`src/rtl/idht_pkg.sv`:
```
package idht_pkg;

  // slot count, a power of two so the home slot is the low bits of the hash
  localparam int CAPACITY = 64;
  localparam int IDX_W    = $clog2(CAPACITY);
  localparam int ID_BYTES = 16;
  localparam int BYTE_W   = $clog2(ID_BYTES);
  localparam int ID_W     = 8 * ID_BYTES;
  localparam int COUNT_W  = 7;

  localparam logic [31:0] FNV_BASIS = 32'd2166136261;
  localparam logic [31:0] FNV_PRIME = 32'd16777619;

  // low bits of a product depend only on low bits of its operands,
  // so the hash is kept only as wide as a slot index
  localparam logic [IDX_W-1:0] HASH_BASIS = FNV_BASIS[IDX_W-1:0];
  localparam logic [IDX_W-1:0] HASH_PRIME = FNV_PRIME[IDX_W-1:0];

  typedef enum logic [1:0] {
    ACT_LOOKUP = 2'd0,
    ACT_INSERT = 2'd1,
    ACT_CLEAR  = 2'd2,
    ACT_INVAL  = 2'd3
  } action_t;

  typedef enum logic [1:0] {
    ST_OK   = 2'd0,
    ST_MISS = 2'd1,
    ST_FULL = 2'd2
  } status_t;

  typedef struct packed {
    action_t     action;
    logic [63:0] id_high;
    logic [63:0] id_low;
    logic [31:0] page_in;
    logic [31:0] slot_in;
  } in_item_t;

  typedef struct packed {
    status_t            status;
    logic [31:0]        page_out;
    logic [31:0]        slot_out;
    logic [COUNT_W-1:0] fill_count;
  } out_item_t;

  typedef struct packed {
    logic [63:0] key_high;
    logic [63:0] key_low;
    logic [31:0] page;
    logic [31:0] index;
  } entry_t;

  typedef struct packed {
    logic    ready;
    logic    load;
    logic    clear;
    logic    inval;
    logic    hash_step;
    logic    probe_rd;
    logic    probe_next;
    logic    write_ins;
    logic    write_upd;
    logic    res_set;
    logic    res_hit;
    status_t res_code;
    logic    out_load;
  } cmd_t;

  typedef struct packed {
    action_t action;
    logic    usable;
    logic    hash_last;
    logic    occ;
    logic    key_match;
    logic    sweep_last;
    logic    out_free;
  } sts_t;

endpackage

```
`src/rtl/idht_ctrl.sv`:
```
module idht_ctrl (
  input  logic             clk,
  input  logic             rst_n,
  input  logic             in_valid,
  input  idht_pkg::action_t in_action,
  input  idht_pkg::sts_t   sts,
  output idht_pkg::cmd_t   cmd
);
  import idht_pkg::*;

  typedef enum logic [4:0] {
    S_IDLE = 5'b00001,
    S_HASH = 5'b00010,
    S_PRB  = 5'b00100,
    S_CMP  = 5'b01000,
    S_DONE = 5'b10000
  } state_t;

  state_t state_r, state_nxt;

  always_comb begin
    state_nxt = state_r;
    cmd       = '0;
    cmd.res_code = ST_OK;
    case (state_r)
      S_IDLE: begin
        cmd.ready = 1'b1;
        if (in_valid) begin
          cmd.load = 1'b1;
          case (in_action)
            ACT_CLEAR: begin
              cmd.clear   = 1'b1;
              cmd.res_set = 1'b1;
              state_nxt   = S_DONE;
            end
            ACT_INVAL: begin
              cmd.inval   = 1'b1;
              cmd.res_set = 1'b1;
              state_nxt   = S_DONE;
            end
            ACT_LOOKUP: begin
              if (!sts.usable) begin
                cmd.res_set  = 1'b1;
                cmd.res_code = ST_MISS;
                state_nxt    = S_DONE;
              end else begin
                state_nxt = S_HASH;
              end
            end
            default: state_nxt = S_HASH;
          endcase
        end
      end
      S_HASH: begin
        cmd.hash_step = 1'b1;
        if (sts.hash_last) state_nxt = S_PRB;
      end
      S_PRB: begin
        if (!sts.occ) begin
          cmd.res_set = 1'b1;
          if (sts.action == ACT_INSERT) begin
            cmd.write_ins = 1'b1;
          end else begin
            cmd.res_code = ST_MISS;
          end
          state_nxt = S_DONE;
        end else begin
          cmd.probe_rd = 1'b1;
          state_nxt    = S_CMP;
        end
      end
      S_CMP: begin
        if (sts.key_match) begin
          cmd.res_set = 1'b1;
          if (sts.action == ACT_INSERT) begin
            cmd.write_upd = 1'b1;
          end else begin
            cmd.res_hit = 1'b1;
          end
          state_nxt = S_DONE;
        end else if (sts.sweep_last) begin
          cmd.res_set  = 1'b1;
          cmd.res_code = (sts.action == ACT_INSERT) ? ST_FULL : ST_MISS;
          state_nxt    = S_DONE;
        end else begin
          cmd.probe_next = 1'b1;
          state_nxt      = S_PRB;
        end
      end
      S_DONE: begin
        if (sts.out_free) begin
          cmd.out_load = 1'b1;
          state_nxt    = S_IDLE;
        end
      end
      default: state_nxt = S_IDLE;
    endcase
  end

  always_ff @(posedge clk) begin
    if (!rst_n) begin
      state_r <= S_IDLE;
    end else begin
      state_r <= state_nxt;
    end
  end

endmodule

```
`config.mk`:
```
export PLATFORM = sky130hd
export DESIGN_NAME = idht_ctrl
export DESIGN_NICKNAME = d
export VERILOG_FILES = /design/src/rtl/idht_pkg.sv /design/src/rtl/idht_ctrl.sv
export SDC_FILE = /design/constraint.sdc
export NUM_CORES = 1
export LEC_CHECK = 0
export ABC_AREA = 1
export BUFFER_PORTS_ARGS = -buffer_cell sky130_fd_sc_hd__buf_2
export CORE_AREA = 2 2 39 41
export DETAILED_ROUTE_END_ITERATION = 10
export DIE_AREA = 0 0 41 43
export PLACE_DENSITY = 0.69
export SLEW_MARGIN = 0
export SYNTH_ARGS = -nofsm -noshare
export SYNTH_HDL_FRONTEND = slang
export SYNTH_SLANG_ARGS = --single-unit
```
`constraint.sdc`:
```
create_clock -name clk -period 1.75 [get_ports clk]
set_clock_uncertainty 0.2 [all_clocks]
set_input_delay 0.525 -clock clk [delete_from_list [all_inputs] [get_ports clk]]
set_output_delay 0.525 -clock clk [all_outputs]
set_load 0.05 [all_outputs]
```
Word-level counts from Yosys, hierarchy flattened

Index checks and enable logic that the tools add are counted.

Flip-flop bits (word level): 5
Input bits: 13
Output and inout port bits: 14
Logic and storage cells: 60

Equality and inequality tests: 11
Multiplexer cells: 45
Reduce and logical (&&, ||, !) cells: 3

Operators by type and width:

| operator           | number |
|---|---|
| $mux 5             | 7 |
| $mux 1             | 28 |
| $pmux 5 s5         | 1 |
| $pmux 5 s2         | 1 |
| $mux 2             | 3 |
| $ne 2x2->1 const B | 3 |
| $pmux 2 s3         | 1 |
| $eq 5x1->1 const B | 1 |
| $eq 5x2->1 const B | 1 |
| $eq 5x3->1 const B | 1 |
| $eq 5x4->1 const B | 1 |
| $eq 5x5->1 const B | 1 |
| $eq 2x2->1 const B | 2 |
| $mux 4             | 1 |
| $mux 3             | 1 |
| $pmux 1 s3         | 1 |
| $reduce_and 3->1   | 1 |
| $eq 2x1->1 const B | 1 |
| $logic_not 2->1    | 1 |
| $pmux 1 s2         | 1 |
| $reduce_or 2->1    | 1 |

Depth between registers and ports, before layout

Gate-level depths: netlist of the first run.

Depth after elaboration: 5
Mapped depth: 8
Depth with buffers taken out: 8

Worst setup path before layout of the first run

No wires, ideal clock.

Kind: input port to output port
Start point: in sts[6] (netlist name)
End point: out cmd[5] (netlist name)
Arrival time: 1.841 ns
Path slack: -0.816 ns
Stages: 4
Cell sequence: inv_1 > nor2_1 > inv_1 > nor3_1

RTL lines:

| item        | RTL line       | source |
|---|---|---|
| from (decl) | idht_ctrl.sv:6 | `input idht_pkg::sts_t sts,` |
| to (decl)   | idht_ctrl.sv:7 | `output idht_pkg::cmd_t cmd` |

==> summary.txt, run 1 <==
Run status
  – Status: finished with violations
  – Failing checks: negative setup slack

Global routing
  – Total grt overflow: 0
  – Initial antenna violation count: 0
  – Gr usage total: 24.25%
  – Global-route wire length before repair: about 2.9 mm
  – Largest net degree at the start of global routing: 6
  – Vias in the first global route: slightly above 700

Final layout
  – Register with the most flip-flops: state_r
  – Ant. Diodes: 0
  – # fillers: 86
  – Largest regs: state_r (5)
  – Max reg flops: 5
  – Nets: approximately 150
  – Final std cells w/o fill: approximately 150
  – Post-route cell area: 1135 µm²
  – Share of post-route cells with drive strength above 1: 63.77%
  – Fin util: just over 80%
  – Area growth, synth to finish: 126.8%

CTS
  – CTS Hold Buffers Added: 0
  – Worst-skew pair later-pin latency: around 0.25 ns
  – Worst-path clk slew: ~0.05 ns
  – Clock Tree Buf Depth: 2
  – Total clock sinks: 5
  – Clk root buf: clkbuf_4
  – CTS tree: done
  – Total CTS buffers: 3
  – Htree depth: 1

Timing
  – Min Clock Period, post-route: roughly 2.2 ns
  – Fin. max-slew vios: 0
  – RSZ-0062 raised after global routing: true
  – Final setup vio count: 14
  – Final count of hold timing violations: 0
  – Fin crit share: 127.1%
  – Final hold slack: 0.2544 ns
  – Slew margin rel.: a little under nine tenths
  – Setup ws final: -0.4735 ns
  – Fmax: 449.7 MHz
  – Slew @ Worst Pin: around 0.22 ns

Synthesis
  – Netlist cell types: 21
  – Post-synth EDFFs: 0
  – Synth Instances: 82
  – Synth top cells by count: 18 x inv_1, 13 x nand2_1, 13 x nor2_1
  – Most frequent cell after synthesis: inv_1
  – Post-synthesis sequential area ratio: about a fifth
  – Netlist Area Pre-Place: 500.5 µm²
  – Ys flop type: dfxtp_1
  – Top cells by area, synth: dfxtp_1 20%, inv_1 14%, nand2_1 9.7%
  – Ys Warns: 0
  – Area leader, netlist: dfxtp_1
  – Area share of the largest cell type after synthesis: 20.00%
  – Syn_area_per_cell: 6.103 µm²
  – Syn_nets: 95
  – Ys async rst share: 0%
  – Yosys reg bits: 5

Power and ir drop
  – Sequential share of power: between 20 and 25%
  – NetSw: 0.0002342 W
  – Sw Ratio: roughly two fifths
  – Pleak: 0.5693 nW
  – Clock share of power: 24.1%
  – Comb power frac: a little over half
  – Cell Pwr Density: around 510 nW/µm²
  – Int Power: ~0.00034 W
  – Maximum VDD drop: between 0.3 and 0.4 mV

Setup path
  – Worst path slowest cell: dfxtp_4
  – Worst reg2reg path depth: 8
  – CP peak stage delay: ~0.35 ns
  – Crit-path max FO: 5
  – Setup CP Type: reg -> out
  – Startpoint Class: flip-flop
  – Critical path endpoint category: output pin
  – Critical path arrival: around 1.5 ns
  – Most used cell, CP: nor2_4
  – CP cell instances: nor2_4 > nand2_4 > nor2_4 > clkinv_4 > nor3_4 > buf_6
  – Critical Path RT: 1.02 ns

Die
  – Die Width: 41 µm
  – Die span in y: between 40 and 50 µm
  – Io pins: 27
  – Core area: 1384 µm²
  – Full die area: about 1800 µm²
  – Starting Density: roughly 36%
  – Rows: 14

Worst hold path
  – WHS Path Cells: 2
  – Hold Crit Class: in -> reg

Placed design
  – Placed Instance Area: between 800 and 900 µm²
  – Inst Count DP: 142
  – GP Congestion: 0.7693
  – Detail Placement HPWL: ~1.3 mm
  – IO Port Bufs: 26

Routing
  – Starting DRT DRC Count: 13
  – Avg Vias per Cell: ~4.9
  – Average routed wire per standard cell: 12.32 µm
  – Routed Antenna Nets: 0
  – Initial DRT Pass Iterations: 4
  – Via count: around 750
  – Drt total wl: 1.897 mm
  – DRC viols: 0

Job
  – Number of max-cap violations: 0
==> placed cells by master, fill, tap and decap left out, types with 2 or more instances in the layout <==
| cell type | instances |
|---|---|
| dfxtp_4 | 3 |
| buf_6 | 12 |
| inv_1 | 16 |
| clkbuf_4 | 3 |
| buf_8 | 5 |
| nor2_4 | 8 |
| inv_2 | 2 |
| nand2_2 | 4 |
| nand3_1 | 3 |
| nand3_4 | 2 |
| nor3_4 | 3 |
| a21oi_1 | 3 |
| buf_2 | 12 |
| nand2_1 | 10 |
| nor2_1 | 9 |
| buf_4 | 24 |
| nand4_1 | 5 |
==> final timing paths <==
kind                           startpoint  slack, ns                      end
setup reg to reg  state_r[1]$_SDFFE_PN0P_       0.16  state_r[4]$_SDFFE_PN0P_
hold reg to reg   state_r[3]$_SDFFE_PN0P_       0.51  state_r[3]$_SDFFE_PN0P_
hold / removal                      rst_n       0.25  state_r[0]$_SDFFE_PN1P_
setup / recovery  state_r[1]$_SDFFE_PN0P_      -0.47                   cmd[3]
==> stage by stage <==
step / total power, W / worst slack (ns) / TNS, ns
3_3_place_gp: 0.0003615 / -0.3420 / -2.829
6_report: 0.0005746 / -0.4735 / -5.141
3_5_place_dp: 0.0003665 / -0.3712 / -2.978
5_1_grt: 0.0006055 / -0.5253 / -6.067
4_1_cts: 0.0005452 / -0.4020 / -4.290
2_1_floorplan: 0.0002857 / -0.5104 / -2.801
==> power groups by stage <==
| stage | Sequential [W] | Clock, W | Combinational [W] |
|---|---|---|---|
| finish | 0.000128 | 0.000139 | 0.000308 |
| global route | 0.000129 | 0.000151 | 0.000326 |
| CTS | 0.000130 | 0.000135 | 0.000280 |
| detailed placement | 0.000133 | 0 | 0.000233 |
| global placement | 0.000133 | 0 | 0.000229 |
| floorplan | 0.000132 | 0 | 0.000153 |
==> layer usage <==
metal	global-route usage, %	vias to the layer above	wire length, µm
met5	0	-	0
met4	8.000	0	29
met3	3.141	5	81
met2	43.13	31	1072
met1	27.51	342	713
li1	-	375	-
==> worst max-delay path, delay by kind of cell, from the launching register on <==
kind	cells	cell delay [ns]
buffers and inverters	2	0.30
and+or+nand+nor	4	0.59
DFF	1	0.35
==> final cells by class <==
type | instances | area [µm²] | share of cell area [%]
multi-input combinational | 56 | 431.7 | 38.04
clock buffer | 3 | 22.52 | 1.985
sequential | 5 | 112.6 | 9.923
inverter | 20 | 92.59 | 8.159
timing repair buffer | 53 | 450.4 | 39.69
tap | 16 | 20.02 | 1.764
clock inverter | 1 | 5.005 | 0.4410
==> kinds of logic after synthesis <==
logic type,count (synthesis),share of synthesized area (%)
and+or+nand+nor,50,55.75
buffers and inverters,21,16.50
AOI/OAI and AO/OA,6,7.751
DFF,5,20.00
==> timing repair <==
| item | in CTS | in global routing |
|---|---|---|
| buffers inserted | 4 | 6 |
| resized for setup | 35 | 12 |
| setup endpoints to repair | 14 | 14 |
| pin swaps | 3 | 5 |
| gates cloned | 0 | 0 |
(Power assumes the default switching activity.)
==> run 2, diff against run 1 <==
--- a/config.mk
+++ b/config.mk
@@ -5,12 +5,11 @@
 export SDC_FILE = /design/constraint.sdc
 export NUM_CORES = 1
 export LEC_CHECK = 0
-export ABC_AREA = 1
 export BUFFER_PORTS_ARGS = -buffer_cell sky130_fd_sc_hd__buf_2
 export CORE_AREA = 2 2 39 41
 export DETAILED_ROUTE_END_ITERATION = 10
 export DIE_AREA = 0 0 41 43
-export PLACE_DENSITY = 0.69
+export PLACE_DENSITY = 0.66
 export SLEW_MARGIN = 0
 export SYNTH_ARGS = -nofsm -noshare
 export SYNTH_HDL_FRONTEND = slang
==> constraint.sdc (replaced) <==
create_clock -name clk -period 2.69 [get_ports clk]
set_clock_uncertainty 0.2 [all_clocks]
set_input_delay 0.807 -clock clk [delete_from_list [all_inputs] [get_ports clk]]
set_output_delay 0.807 -clock clk [all_outputs]
set_load 0.05 [all_outputs]
==> run 2 against run 1 <==
The run now ends clean. Sequential cell count stayed put. Sequential share of layout area is 5.5 points higher. First-iteration DRC count is 62% lower. Combinational power is 74% lower. Cell count is 32% lower. Critical path type is now in -> out. Largest power group is now the clock network.
==> summary.txt, run 2 <==
Final layout
  – Nets: 102 (was 152)
  – Most frequent cells in the layout: 23 x buf_2, 8 x nor2_1, 5 x clkbuf_4, 5 x dfxtp_1, 4 x nor3_2 (was 24 x buf_4, 16 x inv_1, 12 x buf_2, 12 x buf_6, 10 x nand2_1)
  – Most common cell after layout, fill and taps aside: buf_2 (was buf_4)
  – Largest regs: state_r (5) (unchanged)
  – Post-route cell area: 648.1 µm² (was 1135 µm²)
  – Register with the most flip-flops: state_r (unchanged)
  – Ant. Diodes: 0 (unchanged)
  – Area growth, synth to finish: 39.62% (was 126.8%)
  – Max reg flops: 5 (unchanged)
  – Share of post-route cells with drive strength above 1: 50.00% (was 63.77%)
  – Fin util: 46.84% (was 82.01%)
  – Final std cells w/o fill: 104 (was 154)

Setup path
  – Critical path endpoint category: output pin (unchanged)
  – Crit-path max FO: 3 (was 5)
  – CP cell instances: buf_2 > nand4b_1 > o21ai_1 > a22o_1 > buf_4 (was nor2_4 > nand2_4 > nor2_4 > clkinv_4 > nor3_4 > buf_6)
  – Startpoint Class: primary input (was flip-flop)
  – CP peak stage delay: 0.24 ns (was 0.35 ns)
  – Critical path arrival: 1.62 ns (was 1.50 ns)
  – Critical Path RT: 1.68 ns (was 1.02 ns)
  – Setup CP Type: in -> out (was reg -> out)
  – Worst path slowest cell: nand4b_1 (was dfxtp_4)

Timing
  – Fin. max-slew vios: 0 (unchanged)
  – RSZ-0062 raised after global routing: false (was true)
  – Fin crit share: just under 100%
  – Final count of hold timing violations: 0 (unchanged)
  – Slew margin rel.: 78.38% (was 85.10%)
  – Slew @ Worst Pin: 0.3216 ns (was 0.2229 ns)
  – Min Clock Period, post-route: roughly 2.6 ns
  – TNS Setup: 0 ns (was -5.141 ns)
  – Final setup vio count: 0 (was 14)
  – Fmax: ~380 MHz

Routing
  – Average routed wire per standard cell: 11.33 µm (was 12.32 µm)
  – Routed Antenna Nets: 0 (unchanged)
  – Avg Vias per Cell: 5.077 (was 4.890)
  – Initial DRT Pass Iterations: 4 (unchanged)
  – DRC viols: 0 (unchanged)
  – Starting DRT DRC Count: 5 (was 13)
  – Drt total wl: 1.178 mm (was 1.897 mm)
  – Via count: 528 (was 753)

Global routing
  – Gr usage total: 15.66% (was 24.25%)
  – Global-route wire length before repair: 1.807 mm (was 2.932 mm)
  – Vias in the first global route: 441 (was 714)
  – Initial antenna violation count: 0 (unchanged)
  – Total grt overflow: 0 (unchanged)
  – Largest net degree at the start of global routing: 10 (was 6)

CTS
  – CTS Hold Buffers Added: 0 (unchanged)
  – Htree depth: 1 (unchanged)
  – Worst-path clk slew: 0.04 ns (was 0.05 ns)
  – Total CTS buffers: 3 (unchanged)
  – Cells resized by post-CTS repair: 0 (was 35)
  – Worst-skew pair later-pin latency: 0.25 ns (about the same)
  – Clk root buf: clkbuf_4 (unchanged)
  – Clock Tree Buf Depth: 2 (unchanged)
  – CTS tree: done (unchanged)
  – Post-CTS setup buffers: 0 (was 4)
  – Total clock sinks: 5 (unchanged)

Die
  – Die span in y: 43 µm (unchanged)
  – Die Width: 41 µm (unchanged)
  – Starting Density: 33.54% (was 36.17%)
  – Full die area: 1763 µm² (unchanged)
  – Rows: 14 (unchanged)
  – Io pins: 27 (unchanged)
  – Core area: 1384 µm² (unchanged)

Synthesis
  – Netlist cell types: 33 (was 21)
  – Ys async rst share: 0% (unchanged)
  – Post-synthesis sequential area ratio: 21.56% (was 20.00%)
  – Post-synth EDFFs: 0 (unchanged)
  – Most frequent cell after synthesis: nor2_1 (was inv_1)
  – Area leader, netlist: dfxtp_1 (unchanged)
  – Yosys reg bits: 5 (unchanged)
  – Top cells by area, synth: dfxtp_1 22%, nor2_1 7.3%, nor3_1 4.3% (was dfxtp_1 20%, inv_1 14%, nand2_1 9.7%)
  – Synth Instances: 61 (was 82)
  – Syn_nets: 74 (was 95)
  – Area share of the largest cell type after synthesis: 21.56% (was 20.00%)
  – Netlist Area Pre-Place: 464.2 µm² (was 500.5 µm²)
  – Ys Warns: 0 (unchanged)
  – Synth top cells by count: 9 x nor2_1, 5 x dfxtp_1, 4 x nor3_1 (was 18 x inv_1, 13 x nand2_1, 13 x nor2_1)
  – Syn_area_per_cell: 7.610 µm² (was 6.103 µm²)
  – Ys flop type: dfxtp_1 (unchanged)

Placed design
  – GP Congestion: 0.6928 (was 0.7693)
  – Inst Count DP: 100 (was 142)
  – Placed Instance Area: 614.3 µm² (was 888.4 µm²)
  – IO Port Bufs: 26 (unchanged)
  – Detail Placement HPWL: 937.5 µm (was 1.268 mm)

Power and ir drop
  – Pleak: 0.3104 nW (was 0.5693 nW)
  – Maximum VDD drop: 0.1921 mV (was 0.3252 mV)
  – Cell Pwr Density: 386.6 nW/µm² (was 506.4 nW/µm²)

Run status
  – Status: finished clean (was finished with violations)

Worst hold path
  – Hold Crit Class: reg -> reg (was in -> reg)

Job
  – Number of max-cap violations: 0 (unchanged)
[run 2: cell types whose count changed in the layout (fill, tap and decap cells not counted), moves of 7 or more]
cell / change
buf_2: +11
buf_4: -23
nor2_4: -7
buf_6: -12
inv_1: -13
nand2_1: -7
[run 2: final timing paths]
| kind | from | end | slack, ns | cells after the start |
|---|---|---|---|---|
| max | sts[3] | cmd[1] | 0.06 | 5 |
| min | state_r[1]$_SDFFE_PN0P_ | state_r[0]$_SDFFE_PN1P_ | 0.43 | 3 |
| max reg2reg | state_r[3]$_SDFFE_PN0P_ | state_r[2]$_SDFFE_PN0P_ | 1.12 | 4 |
| min reg2reg | state_r[1]$_SDFFE_PN0P_ | state_r[0]$_SDFFE_PN1P_ | 0.43 | 3 |
[run 2: logic make-up after synthesis]
| logic type | after synthesis | share of synthesized area [%] |
|---|---|---|
| compound gates | 11 | 17.52 |
| buf+inv | 7 | 8.354 |
| flops | 5 | 21.56 |
| simple gates | 38 | 52.56 |
[run 2: cell type report]
| type | count | area, µm² |
|---|---|---|
| repair buffers | 26 | 137.6 |
| multi-input cells | 49 | 349.1 |
| clock buffers | 4 | 26.28 |
| inverters | 4 | 15.01 |
| flip-flops and latches | 5 | 100.1 |
| well taps | 16 | 20.02 |
| fillers | 150 | 735.7 |
[run 2: worst max-delay path: cells and delay by family]
family	cells	cell delay, ns
AO/OA/AOI/OAI	2	0.28
buffers and inverters	2	0.29
AND/OR/NAND/NOR	1	0.24
[run 2: report_power, final]
| group | internal [W] | switching [W] | leakage [nW] | total (W) |
|---|---|---|---|---|
| clock network | 0.0000562 | 0.0000325 | 0.0150 | 0.0000887 |
| logic | 0.0000263 | 0.0000529 | 0.255 | 0.0000792 |
| registers | 0.0000773 | 0.00000529 | 0.0407 | 0.0000826 |
[run 2: per-stage QoR]
stage / total power (W) / worst slack (ns) / hold WS, ns
after floorplan: 0.0001389 / -0.01501 / 0.3700
after global placement: 0.0001614 / 0.02234 / 0.4201
after detailed placement: 0.0001622 / 0.01613 / 0.4223
after CTS: 0.0002524 / 0.009179 / 0.4362
after global routing: 0.0002635 / 0.001463 / 0.4514
final: 0.0002505 / 0.05807 / 0.4283
[run 2: layer usage]
metal	track usage, %	share of wire, %	vias to the layer above
met5	0	0	-
met4	10.00	1.9	0
met3	6.283	6.0	2
met2	21.25	47	16
met1	19.61	45	233
li1	-	-	277
